$ cat config.mk
export PLATFORM = sky130hd
export DESIGN_NAME = sce_ram
export DESIGN_NICKNAME = d
export VERILOG_FILES = /design/src/sv/stack_calculator_engine_defines.svh /design/src/sv/sce_ram.sv
export SDC_FILE = /design/constraint.sdc
export NUM_CORES = 2
export LEC_CHECK = 0
export CORE_MARGIN = 3
export CORE_UTILIZATION = 60
export CTS_BUF_LIST = sky130_fd_sc_hd__clkbuf_16
export CTS_CLUSTER_DIAMETER = 150
export DETAILED_ROUTE_END_ITERATION = 16
export DONT_BUFFER_PORTS = 1
export GPL_TIMING_DRIVEN = 0
export PLACE_DENSITY = 0.72
export SLEW_MARGIN = 10
export SYNTH_ARGS = -nofsm -noshare
export SYNTH_HDL_FRONTEND = slang
export SYNTH_SLANG_ARGS = --single-unit
export TNS_END_PERCENT = 20
$ cat constraint.sdc
create_clock -name clk -period 15.33 [get_ports clk]
set_input_delay 0 -clock clk [delete_from_list [all_inputs] [get_ports clk]]
set_output_delay 0 -clock clk [all_outputs]
set_load 0.01 [all_outputs]
$ cat src/sv/stack_calculator_engine_defines.svh
// Assertion macros shared by the stack calculator RTL.
`ifndef STACK_CALCULATOR_ENGINE_DEFINES_SVH
`define STACK_CALCULATOR_ENGINE_DEFINES_SVH
`ifndef NO_ASSERTIONS
// Plain property, checked on every clock edge out of reset
`define SCE_ASSERT(lbl, prop, msg) \
    lbl: assert property (@(posedge clk) disable iff (!rst_n) prop) else $error(msg);
// Antecedent this cycle, consequent on the next edge
`define SCE_ASSERT_NEXT(lbl, ante, cons, msg) \
    lbl: assert property (@(posedge clk) disable iff (!rst_n) (ante) |=> (cons)) else $error(msg);
`else
`define SCE_ASSERT(lbl, prop, msg)
`define SCE_ASSERT_NEXT(lbl, ante, cons, msg)
`endif
`endif

$ cat src/sv/sce_ram.sv
// Generic single write port RAM with one registered read port.
`default_nettype none
module sce_ram #(
    parameter int WIDTH = 64,
    parameter int DEPTH = 64
) (
    input  wire logic                     clk,
    input  wire logic                     we,
    input  wire logic [$clog2(DEPTH)-1:0] waddr,
    input  wire logic [WIDTH-1:0]         wdata,
    input  wire logic [$clog2(DEPTH)-1:0] raddr,
    output logic      [WIDTH-1:0]         rdata
);

    logic [WIDTH-1:0] mem [DEPTH];

    // write and registered read
    always_ff @(posedge clk)
    begin
        if (we)
        begin
            mem[waddr] <= wdata;
        end
        rdata <= mem[raddr];
    end

endmodule
`default_nettype wire

[Word-level counts from Yosys, hierarchy flattened]
Memories as Yosys holds them, arrays and structs flattened. A register that Yosys moved wholly into a read port is not among the register bits.
Index checks and enable logic that the tools add are counted.
Word-level totals
  input bits: 78
  memories: 1
  RAM bits: 4096
  word-level logic and storage cells: 3
  register bits: 0
Cells by class
  multiplexer cells: 2
Memories
  mem: depth 64, bits a word 64, rd ports 1, clocked after memory_dff 1, wr ports 1, RTL line sce_ram.sv:15  | logic [WIDTH-1:0] mem [DEPTH];
Operator list (count)
  two-way mux 1 bit: 2

[Depth between registers and ports, before layout]
  depth after elaboration: 2
  mapped depth: 9
  gate-level depth less buffers: 5

[Worst setup path before layout]
OpenSTA, ideal clock, no wires.
  path type: input port to flip-flop
  start point: in waddr[3]
  end point: mem mem[48][0] (enable)
  stages on the path: 4
  path slack: 9.894 ns
  arrival: 4.872 ns
  setup time: 0.564 ns
  path buffers: 1
  data required time: 14.766 ns
  cell sequence: clkbuf_1 > nor2b_1 > nand4b_1 > nor3_1
RTL lines
  from (decl): RTL line sce_ram.sv:9  | input wire logic [$clog2(DEPTH)-1:0] waddr,
  to (decl): RTL line sce_ram.sv:15
Straight into the memory's write port.

==> flow_metrics.py <==
metrics = {
    "global_routing": {
        "grt_overflow_total": 0,
        "grt_max_degree": 65,
        "met2_usage_pct": 49.3,
        "antenna_found_initial": 44,
        "grt_pass1_wl_mm": 603,
        "grt_busiest_layer": "met2",
        "grt_pass1_vias": 79100,
        "grtUsageMet1_pct": 45.2,
        "track_usage_pct": 32.5,
        "met3_usage_pct": 9.09,
    },
    "route": {
        "drt-total-wl_mm": 427,
        "route.antenna.remaining_nets": 0,
        "drc": 0,
        "firstDrtPassIters": 7,
        "drt-initial-drc-count": 13000,
        "wl_per_cell_um": 38.5,
        "viasPerCell": 7.08,
        "vias": 78600,
    },
    "floorplanning": {
        "die_w_um": 516,
        "core-area_mm2": 0.258,
        "ios": 142,
        "die_area_mm2": 0.267,
        "rows": 186,
        "die_y_um": 516,
        "start_util_pct": 60.6,
    },
    "synth": {
        "synth.distinct_cells": 33,
        "synthArstFlopShare_pct": 0,
        "yosys_most_used_dff": "edfxtp_1",
        "yosys.area.top_type": "edfxtp_1",
        "avgSynthCellArea_um2": 23.7,
        "synth.yosys.seq_area_share_pct": 79.5,
        "synth_nets": 6676,
        "yosys_warnings": 0,
        "synth_area_leaders": "edfxtp_1 (79%), mux4_2 (15%), mux2i_1 (0.86%), dfxtp_1 (0.82%), a22oi_1 (0.81%)",
        "ys_ff_latch": 4160,
        "synth_top_area_share_pct": 78.7,
        "synthCells": 6598,
        "synthesis.area_mm2": 0.156,
        "synth_edf_count": 4096,
    },
    "worst_hold_path": {
        "hold_depth": 2,
        "hold_class": "input pin to flop",
        "hold_path_end": "mem[29][39]",
        "hold_start": "wdata[39]",
    },
    "placement": {
        "dp_cells": 10200,
        "dp_hpwl_mm": 271,
        "port_buffers": 0,
        "pre_cts_ws_ns": 11.25,
        "placed_area_mm2": 0.165,
        "place.gp.congestion": 0.860,
    },
    "power": {
        "leakagePower_nw": 57.2,
        "ir_drop_uv": 133,
        "p_total_mw": 23.6,
        "power_density_mw_per_mm2": 131,
    },
    "sta": {
        "min_period_ns": 3.31,
        "slew_violations": 0,
        "timing.final.crit_share_pct": 21.6,
        "max_slew_margin_pct": 1.21,
        "setup_ws_ns": 12.02,
        "rsz0062_at_grt": "no",
        "finalSetupViolations": 0,
        "holdWs_ns": 0.0638,
        "tightest_slew_ns": 1.48,
        "finalClockSkew_ns": 0.0634,
        "finalHoldViolCount": 0,
        "tns_ns": 0,
        "fmax_mhz": 302,
    },
    "run_status": {
        "outcome": "finished clean",
    },
    "critical_path": {
        "r2r_end": "rdata[34]",
        "path_class": "input pin to flop",
        "r2r-start": "mem[13][34]",
        "ff2ff_setup_slack_ns": 12.45,
        "critPathRequiredTime_ns": 16.15,
        "worst_ep_arrival_time_ns": 4.13,
        "reg2reg_depth": 5,
        "crit_fanout": 10,
        "startpoint_type": "input pin",
        "end_kind": "flop",
    },
    "finish": {
        "area.growth.synth_to_final_pct": 15.6,
        "final_util_pct": 70.1,
        "final_cells": 11100,
        "layout.nets": 7435,
        "drive_gt1_share_pct": 28.2,
        "final_design_area_no_fill_mm2": 0.181,
    },
    "clock_network": {
        "clockBufferDepth": 4,
        "cts_tree": "done",
        "cts_inserted_buffers": 408,
        "cts_root_buf": "clkbuf_16",
        "clkTransAtPathRegs_ns": 0.06,
        "clock_latency_ns": 0.93,
        "h-tree-depth": 5,
        "cts.sink_count": 4160,
    },
    "flow_run": {
        "drv_cap": 0,
    },
}
==> metal layers <==
layer / wire length (um) / up-vias
met1: 149000 / 41300
met5: 246 / -
met3: 56900 / 1091
met2: 200000 / 6079
met4: 21200 / 34
li1: - / 30100
==> placed cells by master (no fill, tap or decap), types with 6 or more instances in the layout <==
master         count
mux4_2          1024
buf_2            171
buf_12           156
a2bb2oi_1         19
edfxtp_1        4096
clkbuf_1         134
nand2b_1          11
clkinv_2          74
diode_2           15
nand3_1           45
a22o_1            88
clkbuf_16        414
buf_4             51
o221ai_1          38
nand2_1           58
dfxtp_1           64
inv_1            116
clkbuf_2           6
a41oi_2            7
o22ai_1           83
a41oi_1           19
bufinv_16         35
or3_1             29
nor2_1            49
nor2_4            62
mux2i_1          135
clkinv_1          98
clkinvlp_4        10
buf_1             19
buf_6              8
dlygate4sd3_1     73
inv_16             6
a22oi_1          168
buf_16           101
a211oi_1          62
inv_6              6
nor2b_1           28
and3_1            64
a31oi_1           18
or2_2             28
==> report_power, final <==
group          switching [mW]  internal, mW  total [mW]
registers              0.0440          12.6        12.6
clock network            4.23          5.48        9.71
logic                   0.821         0.443        1.26
total                    5.10          18.5        23.6
==> sequential cells by signal, indices dropped and copies added, names as in the netlist <==
register	flops
mem	4096
rdata	64
==> logic make-up (layout without fill, tap and decap cells) <==
logic type	after synthesis	count (layout)	share of synthesized area, %
buffers and inverters	389	1485	1.18
multiplexers	1159	1159	15.6
flip-flops	4160	4160	79.5
AO/OA/AOI/OAI	504	504	2.48
other	0	15	0
AND/OR/NAND/NOR	386	386	1.24
==> worst max-delay path, cell delays in order <==
cell      delay [ns]
buf_4           0.24
buf_4           0.35
buf_2           0.52
buf_2           0.65
clkbuf_1        0.54
a211oi_1        0.31
o22ai_1         1.11
and3_1          0.36
==> synthesized netlist by cell type, types with 3 or more instances <==
master / number
a211oi_1: 63
a22o_1: 88
a22oi_1: 168
a2bb2oi_1: 19
a31oi_1: 18
a41oi_1: 26
and2_1: 3
and3_1: 64
buf_1: 20
buf_2: 170
buf_4: 34
buf_6: 6
clkbuf_1: 140
dfxtp_1: 64
edfxtp_1: 4096
inv_1: 19
mux2i_1: 135
mux4_2: 1024
nand2_1: 58
nand2b_1: 11
nand3_1: 45
nor2_1: 112
nor2b_1: 28
o221ai_1: 38
o22ai_1: 83
or2_2: 28
or3_1: 29
==> timing repair <==
item | CTS | global route
setup buffers | 0 | 0
hold buffers | 137 | 0
endpoints found under the hold margin | 4216 | 0
resized for setup | 0 | 0
==> final cells by class <==
cell class	count	area, um^2
clock buffer	414	10400
antenna	15	37.5
fill	14400	77300
tap	3384	4230
timing repair buffer	349	6780
multi-input combinational	2049	30800
sequential	4160	124000
inverter	19	71.3
clock inverter	333	2480
buffer	370	1780
==> worst max-delay path by stage <==
stage / startpoint / end / depth (start not counted)
2_1_floorplan: waddr[3] / mem[48][0] / 4
3_3_place_gp: waddr[3] / mem[48][37] / 4
3_5_place_dp: raddr[0] / rdata[31] / 8
4_1_cts: raddr[0] / rdata[31] / 8
5_1_grt: raddr[0] / rdata[38] / 8
6_report: raddr[1] / rdata[34] / 8
No activity file was read; power rests on OpenSTA's default activity.
